[config.mk]
export PLATFORM = sky130hd
export DESIGN_NAME = pidc_ctrl
export DESIGN_NICKNAME = d
export VERILOG_FILES = /design/src/hdl/pidc_pkg.sv /design/src/hdl/pidc_ctrl.sv
export SDC_FILE = /design/constraint.sdc
export NUM_CORES = 1
export LEC_CHECK = 0
export ABC_AREA = 1
export CAP_MARGIN = 20
export CORE_AREA = 5 5 42 44
export DETAILED_ROUTE_END_ITERATION = 6
export DIE_AREA = 0 0 47 49
export DONT_BUFFER_PORTS = 1
export PLACE_DENSITY = 0.33
export RECOVER_POWER = 100
export SLEW_MARGIN = 20
export SYNTH_ARGS = -nofsm -noshare
export SYNTH_HDL_FRONTEND = slang
export SYNTH_SLANG_ARGS = --single-unit
export TNS_END_PERCENT = 50
[constraint.sdc]
create_clock -name clk -period 1.7 [get_ports clk]
set_input_delay 0.085 -clock clk [delete_from_list [all_inputs] [get_ports clk]]
set_output_delay 0.085 -clock clk [all_outputs]
set_load 0.1 [all_outputs]
[src/hdl/pidc_pkg.sv]
// Shared widths, constants, register indexes and command/status types for
// the PID controller step block. Used by every module under hdl.
package pidc_pkg;

    localparam int DATA_W     = 16;
    localparam int LIMIT_W    = 15;
    localparam int CFG_IDX_W  = 3;
    localparam int ERR_W      = DATA_W + 1;
    localparam int PROD_W     = ERR_W + DATA_W;
    localparam int INC_W      = PROD_W + DATA_W + 1;
    localparam int ACC_W      = 48;
    localparam int ACC_SUM_W  = INC_W + 1;
    localparam int MS_W       = 10;
    localparam int DK_W       = PROD_W + MS_W;
    localparam int I_W        = 39;
    localparam int SUM_W      = 46;
    localparam int DIV_W      = 48;
    localparam int DIV_STEPS  = DIV_W / 2;
    localparam int CNT_W      = $clog2(DIV_STEPS + 1);

    // integral / 1000 as (magnitude / 8) * ceil(2^52 / 125) >> 52,
    // built from four 23 x 23 partial products
    localparam int RQ_X_W     = DIV_W - 3;
    localparam int RQ_HALF_W  = 23;
    localparam int RQ_M_W     = 46;
    localparam int RQ_SHIFT   = 52;
    localparam int RQ_ACC_W   = RQ_SHIFT + I_W;
    localparam int RQ_STEPS   = 4;
    localparam int RQ_CNT_W   = 3;
    localparam logic [RQ_M_W-1:0] RECIP_125 = 46'd36028797018964;

    // milliseconds per second, scale of the integral and derivative terms
    localparam logic [DATA_W-1:0] MS_PER_S = 16'd1000;
    localparam logic [LIMIT_W-1:0] LIMIT_RESET = 15'h7FFF;

    localparam logic signed [ACC_W-1:0] ACC_MAX = {1'b0, {(ACC_W-1){1'b1}}};
    localparam logic signed [ACC_W-1:0] ACC_MIN = {1'b1, {(ACC_W-1){1'b0}}};

    // configuration register indexes
    typedef enum logic [CFG_IDX_W-1:0] {
        REG_SETPOINT = 3'd0,
        REG_GAIN_P   = 3'd1,
        REG_GAIN_I   = 3'd2,
        REG_GAIN_D   = 3'd3,
        REG_LIMIT    = 3'd4
    } pidc_reg_t;

    // controller to datapath commands
    typedef struct packed {
        logic capture;
        logic mul1;
        logic mul2;
        logic acc;
        logic div_load;
        logic sign;
        logic sum;
        logic out_load;
    } pidc_cmd_t;

    // datapath to controller status
    typedef struct packed {
        logic div_busy;
    } pidc_stat_t;

endpackage

[src/hdl/pidc_ctrl.sv]
// Controller of the PID step: sequences the datapath and runs both
// handshakes. Uses pidc_pkg for command and status types.
module pidc_ctrl
    import pidc_pkg::*;
(
    input  logic       clk,
    input  logic       rst_n,
    input  logic       in_valid,
    output logic       in_stall,
    output logic       out_valid,
    input  logic       out_stall,
    input  pidc_stat_t stat,
    output pidc_cmd_t  cmd
);

    typedef enum logic [3:0] {
        ST_IDLE,
        ST_MUL1,
        ST_MUL2,
        ST_ACC,
        ST_LOAD,
        ST_DIV,
        ST_SIGN,
        ST_SUM,
        ST_FINISH
    } state_t;

    state_t state_reg;
    logic   out_valid_reg;
    logic   out_free;

    // the output register can take a new result
    assign out_free = !out_valid_reg || !out_stall;

    // command decode
    always_comb
    begin
        cmd          = '0;
        cmd.capture  = (state_reg == ST_IDLE) && in_valid;
        cmd.mul1     = (state_reg == ST_MUL1);
        cmd.mul2     = (state_reg == ST_MUL2);
        cmd.acc      = (state_reg == ST_ACC);
        cmd.div_load = (state_reg == ST_LOAD);
        cmd.sign     = (state_reg == ST_SIGN);
        cmd.sum      = (state_reg == ST_SUM);
        cmd.out_load = (state_reg == ST_FINISH) && out_free;
    end

    // state and output valid
    always_ff @(posedge clk or negedge rst_n)
    begin
        if (!rst_n)
        begin
            state_reg     <= ST_IDLE;
            out_valid_reg <= 1'b0;
        end
        else
        begin
            if (cmd.out_load)
            begin
                out_valid_reg <= 1'b1;
            end
            else if (out_valid_reg && !out_stall)
            begin
                out_valid_reg <= 1'b0;
            end

            case (state_reg)
                ST_IDLE:
                begin
                    if (in_valid)
                    begin
                        state_reg <= ST_MUL1;
                    end
                end
                ST_MUL1:   state_reg <= ST_MUL2;
                ST_MUL2:   state_reg <= ST_ACC;
                ST_ACC:    state_reg <= ST_LOAD;
                ST_LOAD:   state_reg <= ST_DIV;
                ST_DIV:
                begin
                    if (!stat.div_busy)
                    begin
                        state_reg <= ST_SIGN;
                    end
                end
                ST_SIGN:   state_reg <= ST_SUM;
                ST_SUM:    state_reg <= ST_FINISH;
                ST_FINISH:
                begin
                    if (out_free)
                    begin
                        state_reg <= ST_IDLE;
                    end
                end
                default:   state_reg <= ST_IDLE;
            endcase
        end
    end

    assign in_stall  = (state_reg != ST_IDLE);
    assign out_valid = out_valid_reg;

endmodule

== After elaboration in Yosys (flattened, before gate mapping) ==
Cells that the tools add are included.
Storage, ports and cells
  register bits: 5
  output and inout port bits: 10
  word-level logic and storage cells: 29
Cells by class
  equality and inequality tests: 11
  multiplexer cells: 6
  reductions and logical operators: 10
Operators by type and width (count)
  4-bit case mux with 9 select lines: 1
  4-bit by 3-bit equality test with 1-bit output, second input constant: 4
  4-bit 2-to-1 mux: 3
  4-bit by 2-bit equality test with 1-bit output, second input constant: 2
  2-bit inequality test, second input constant: 3
  4-bit by 1-bit equality test with 1-bit output, second input constant: 1
  4-bit equality test, second input constant: 1
  4-bit logical NOT: 1
  4-bit nonzero test: 1
  1-bit logical AND: 3
  3-bit AND reduction: 1
  1-bit logical NOT: 2
  1-bit 2-to-1 mux: 2
  2-bit nonzero test: 1
  1-bit logical OR: 1

== Logic depth before layout (Yosys ltp) ==
Gate-level depths: netlist of run 1.
  depth in word-level cells: 4
  mapped depth: 5
  mapped depth without buffers: 5

== Least setup slack after synthesis of run 1 ==
Ideal clock, no wire load.
  path kind: register to output
  from: register state_reg[0]
  to: output port cmd[7] in the netlist's numbering
  arrival: 2.737 ns
  data required time: 1.615 ns
  path slack: -1.122 ns
  stages on the path, launching flop included: 4
  buffers on the path: 0
  path through: dfrtp_1 > nor2_2 > nand2_1 > nor2_1
RTL lines
  start, declared: RTL line pidc_ctrl.sv:28  | state_t state_reg;
  start signal, assigned: RTL line pidc_ctrl.sv:54  | state_reg <= ST_IDLE;
  start signal, assigned: RTL line pidc_ctrl.sv:73  | state_reg <= ST_MUL1;
  start signal, assigned: RTL line pidc_ctrl.sv:76  | ST_MUL1: state_reg <= ST_MUL2;
  end, declared: RTL line pidc_ctrl.sv:13  | output pidc_cmd_t cmd

==> results of run 1 <==
per-layer routing:
metal	routed length, um	part of all wire	vias to the layer above
met5	0	0	-
met4	15	0.019	0
met3	90	0.11	2
met2	355	0.45	13
met1	321	0.41	147
li1	-	-	174
worst max-delay path: cells and delay by family (launching register included):
family | cells | cell delay (ps)
simple gates | 2 | 390
flops | 1 | 390
buf+inv | 2 | 470
cell families after synthesis:
kind of cell	count (synthesis)	synth area share
AOI/OAI and AO/OA	3	0.0558
buffers and inverters	11	0.131
DFF	5	0.398
and+or+nand+nor	28	0.414
stage by stage:
stage	hold slack, ps	instance area [um2]	cells
global placement	-210	498	73
global route	60.5	510	79
finish	65.0	510	79
floorplan	-211	344	47
detailed placement	-210	498	73
CTS	52.6	544	79
final timing paths:
kind                         startpoint           end  slack (ps)  cells past startpoint
hold / removal                     stat  state_reg[1]          60                      3
setup reg to reg           state_reg[0]  state_reg[1]         520                      4
hold reg to reg               out_valid     out_valid         500                      2
setup / recovery           state_reg[2]        cmd[6]         130                      4
max in group asynchronous         rst_n  state_reg[0]        1390                      1
min in group asynchronous         rst_n     out_valid         130                      1
placed cells by master (no fill, tap or decap), types with 2 or more instances in the layout:
cell / n
nand2_1: 8
dlygate4sd3_1: 2
nor2_2: 5
clkbuf_4: 7
buf_4: 2
dfrtp_1: 5
nand3_1: 4
nor2_1: 5
nor3_4: 3
inv_1: 9
buf_6: 3
cell type report:
cell class,instances,area (um2),area share
multi-input cells,31,194,0.380
flip-flops and latches,5,125,0.245
clock buffers,4,26.3,0.0515
well taps,16,20.0,0.0392
repair buffers,12,104,0.203
inverters,11,41.3,0.0809
==> reports/metrics.cfg, run 1 <==
[finish]
drive_gt1_frac=0.397
n_antenna_cell=0
layout.nets=69
final_util=0.364
nFillCells=157
area_delta_synth_final_pct=62.6
largest_register_ffs=4

[critical_path]
cp.required_ps=1620
startpoint_type=flip-flop
worst_ep_arrival_time_ps=1480
crit_type=reg -> out
cpPeakStageDelay_ps=390
crit_chain=nor2_1 > inv_1 > nor3_4 > buf_4
crit_path_max_fanout=4
endpoint_kind=output pin
critPathSlowestCell=dfrtp_1

[drt]
first_pass_iters=4
post_drt_wl_per_cell_um=9.91
drc=0
ant_nets=0
vias=336
avgViaCountPerCell=4.25
drt_iter0_markers=5
wirelength_um=783

[logic_synthesis]
synth_cells=47
synthDistinctLibCells=13
synth-edff-count=0
ys_top_cells_by_area=dfrtp_1 40%, inv_1 11%, nand2_1 11%
synth_top_cell_by_area=dfrtp_1
syn_nets=52
syn-cell-area_um2=314
syn_avg_cell_area_um2=6.68
synth_warnings=0
yosysSeqAreaShare=0.398
synth-seq-cells=5
synthTopCellsByCount=9 x inv_1, 9 x nand2_1, 9 x nor2_1
async_flop_share=1.00
synth_top_area_frac=0.398
synthFlopType=dfrtp_1

[sta]
maxSlewViolCount=0
slew_headroom=0.642
setup_tns_ps=0
fin_crit_ps=1570
setup_ws_ps=130
rsz0062_at_grt=false
setup_violations=0
finalHoldViolCount=0
timing.fmax_mhz=637
period_share=0.923
tightest_slew_ps=539
fin_worst_skew_ps=1.47

[floorplan]
fp.dieH_um=49
die_x_um=47
die_area_mm2=0.00230
boundaryPins=15
row_count=14
coreArea_mm2=0.00140
start_util=0.224

[clocking]
cts_root_buf=clkbuf_4
cts-resized-gates=0
cts_sinks=5
postCtsHoldBufs=2
h-tree-depth=1
cts_buffer_depth=2
cts_tree=built
cts_setup_buffers=0
clock_latency_ps=240
cts_buffers=3
clkTransAtPathRegs_ps=40

[placed_design]
place_congestion=0.724
dpl_worst_slack_ps=370
post-dp-hpwl_um=703
portBuffers=0

[global_routing]
grt_util_all_layers=0.0730
grt_use_met3=0.0295
grt.busiest_layer=met2
antenna_found_initial=0
grt_pass1_wl_um=1210
met1_usage=0.0831
grt_max_degree=7
grt_use_met2=0.104
grt_overflow=0
grt_pass1_vias=303

[outcome]
run_status=complete, no violations

[hold_path]
hp-class=in -> reg

[flow_run]
drv_cap=0

Power of run 1 is left out: the tool's default activity adds up to more than one toggle a clock period on the data nets, which glitch-free logic cannot reach.
==> run 2, diff against run 1 <==
--- a/config.mk
+++ b/config.mk
@@ -7,11 +7,13 @@
 export LEC_CHECK = 0
 export ABC_AREA = 1
 export CAP_MARGIN = 20
+export CELL_PAD_IN_SITES_DETAIL_PLACEMENT = 1
+export CELL_PAD_IN_SITES_GLOBAL_PLACEMENT = 1
 export CORE_AREA = 5 5 42 44
 export DETAILED_ROUTE_END_ITERATION = 6
 export DIE_AREA = 0 0 47 49
 export DONT_BUFFER_PORTS = 1
-export PLACE_DENSITY = 0.33
+export PLACE_DENSITY = 0.45
 export RECOVER_POWER = 100
 export SLEW_MARGIN = 20
 export SYNTH_ARGS = -nofsm -noshare
==> run 2 against run 1 <==
Compared with the run above:
- wire length rose by 14%
- worst hold slack got worse by 3.7 ps
- cell count did not move
- clock-buffer cell count did not move
- non-clock buffer count did not move
- sequential share of layout area fell by 0.41 points
- first-iteration DRC count fell by 80%
- cell area rose by 1.7%
- register-to-register slack got worse by 40 ps
- core utilization rose by 0.62 points
- largest cell class unchanged
==> reports/metrics.cfg, run 2 (synthesis results as in run 1) <==
[drt]
post_drt_wl_per_cell_um=11.3  ; +14%
ant_nets=0  ; unchanged
first_pass_iters=2  ; -2
drt_iter0_markers=1  ; -4
avgViaCountPerCell=4.28  ; +0.60%
drc=0  ; unchanged
vias=338  ; +0.60%
wirelength_um=893  ; +14%

[global_routing]
grt_use_met2=0.140  ; +0.0362
met1_usage=0.108  ; +0.0247
antenna_found_initial=0  ; unchanged
grt.busiest_layer=met2
grt_util_all_layers=0.0908  ; +0.0177
grt_max_degree=7  ; unchanged
grt_pass1_wl_um=1500  ; +24%
grt_use_met3=0.0111  ; -0.0185
grt_overflow=0  ; unchanged
grt_pass1_vias=366  ; +21%

[floorplan]
start_util=0.224  ; unchanged
die_area_mm2=0.00230  ; unchanged
coreArea_mm2=0.00140  ; unchanged
row_count=14  ; unchanged
boundaryPins=15  ; unchanged
die_x_um=47  ; unchanged
fp.dieH_um=49  ; unchanged

[critical_path]
cpMostUsedCell=nor2_2
endpoint_kind=output pin
cpPeakStageDelay_ps=470  ; +80 ps
worst_ep_arrival_time_ps=1490  ; about the same
critPathBufInv=2  ; unchanged
crit_type=reg -> out
critPathSlowestCell=dfrtp_1
startpoint_type=flip-flop
cp_top_family=flip-flops
cp.required_ps=1620  ; about the same
crit_path_max_fanout=5  ; +1
crit_chain=nor2_2 > inv_1 > nor2_2 > buf_4
regToRegSetupSlack_ps=480  ; -40 ps

[hold_path]
hp-class=in -> reg

[placed_design]
place_congestion=0.756  ; +4.5%
portBuffers=0  ; unchanged
post-dp-hpwl_um=762  ; +8.4%

[sta]
setup_violations=0  ; unchanged
maxSlewViolCount=0  ; unchanged
tightest_slew_ps=541  ; +2.31 ps
rsz0062_at_grt=false
period_share=0.928  ; +0.00415
slew_headroom=0.641  ; -0.00153
fin_crit_ps=1580  ; +7.05 ps
finalHoldViolCount=0  ; unchanged
fin_worst_skew_ps=0.320  ; -1.15 ps
timing.fmax_mhz=634  ; -0.45%

[finish]
mostFrequentLayoutCell=inv_1
layout.nets=69  ; unchanged
largest_register_ffs=4  ; unchanged
n_antenna_cell=0  ; unchanged
area_delta_synth_final_pct=65.3
drive_gt1_frac=0.397  ; unchanged
final_util=0.371  ; +0.00625
multi_input_area_um2=194  ; unchanged
seqCellArea_um2=125  ; unchanged
final_cell_mix=9 x inv_1, 8 x nand2_1, 7 x clkbuf_4
nFillCells=191  ; +22%

[clocking]
clock_latency_ps=240  ; about the same
cts-resized-gates=0  ; unchanged
cts_root_buf=clkbuf_4
clkTransAtPathRegs_ps=40  ; about the same
cts_buffers=3  ; unchanged
cts_sinks=5  ; unchanged
cts_tree=built
cts_buffer_depth=2  ; unchanged
h-tree-depth=1  ; unchanged

[flow_run]
drv_cap=0  ; unchanged

[outcome]
run_status=complete, no violations

-- run 2: timing repair --
action,CTS,global route
endpoints found under the hold margin,6,0
hold buffers,2,0
setup buffers,0,0
-- run 2: metrics by stage --
stage	hold slack (ps)	std cells	TNS, ps	cell area (um2)	setup slack (ps)
2_1_floorplan	-211	47	-1230	344	-276
3_3_place_gp	-210	73	0	523	412
3_5_place_dp	-210	73	0	523	383
4_1_cts	55.0	79	0	569	114
5_1_grt	75.5	79	0	519	42.9
6_report	61.3	79	0	519	123
-- run 2: final cells by class --
type	instances	share of cell area
Multi-Input combinational cell	31	0.373
Sequential cell	5	0.241
Timing Repair Buffer	12	0.217
Inverter	11	0.0795
Clock buffer	4	0.0506
Tap cell	16	0.0386
-- run 2: layer usage --
metal / share of wire / vias to the layer above / routed length, um
met5: 0 / - / 0
met4: 0.020 / 0 / 18
met3: 0.064 / 2 / 57
met2: 0.47 / 13 / 417
met1: 0.45 / 151 / 400
li1: - / 172 / -
-- run 2: final timing paths --
kind / startpoint / to / cells after the start
min reg2reg: out_valid / out_valid / 2
max reg2reg: state_reg[0] / state_reg[1] / 4
max in group asynchronous: rst_n / out_valid / 1
min: stat / state_reg[1] / 3
min in group asynchronous: rst_n / state_reg[1] / 1
max: state_reg[0] / cmd[3] / 4
-- run 2: worst register-to-register path, stage by stage, from the launching register on --
cell,delay [ps]
dfrtp_1,470
nor2_2,270
nand3_1,190
nand3_1,130
nor2_1,50
Power of run 2 is left out for the same reason.
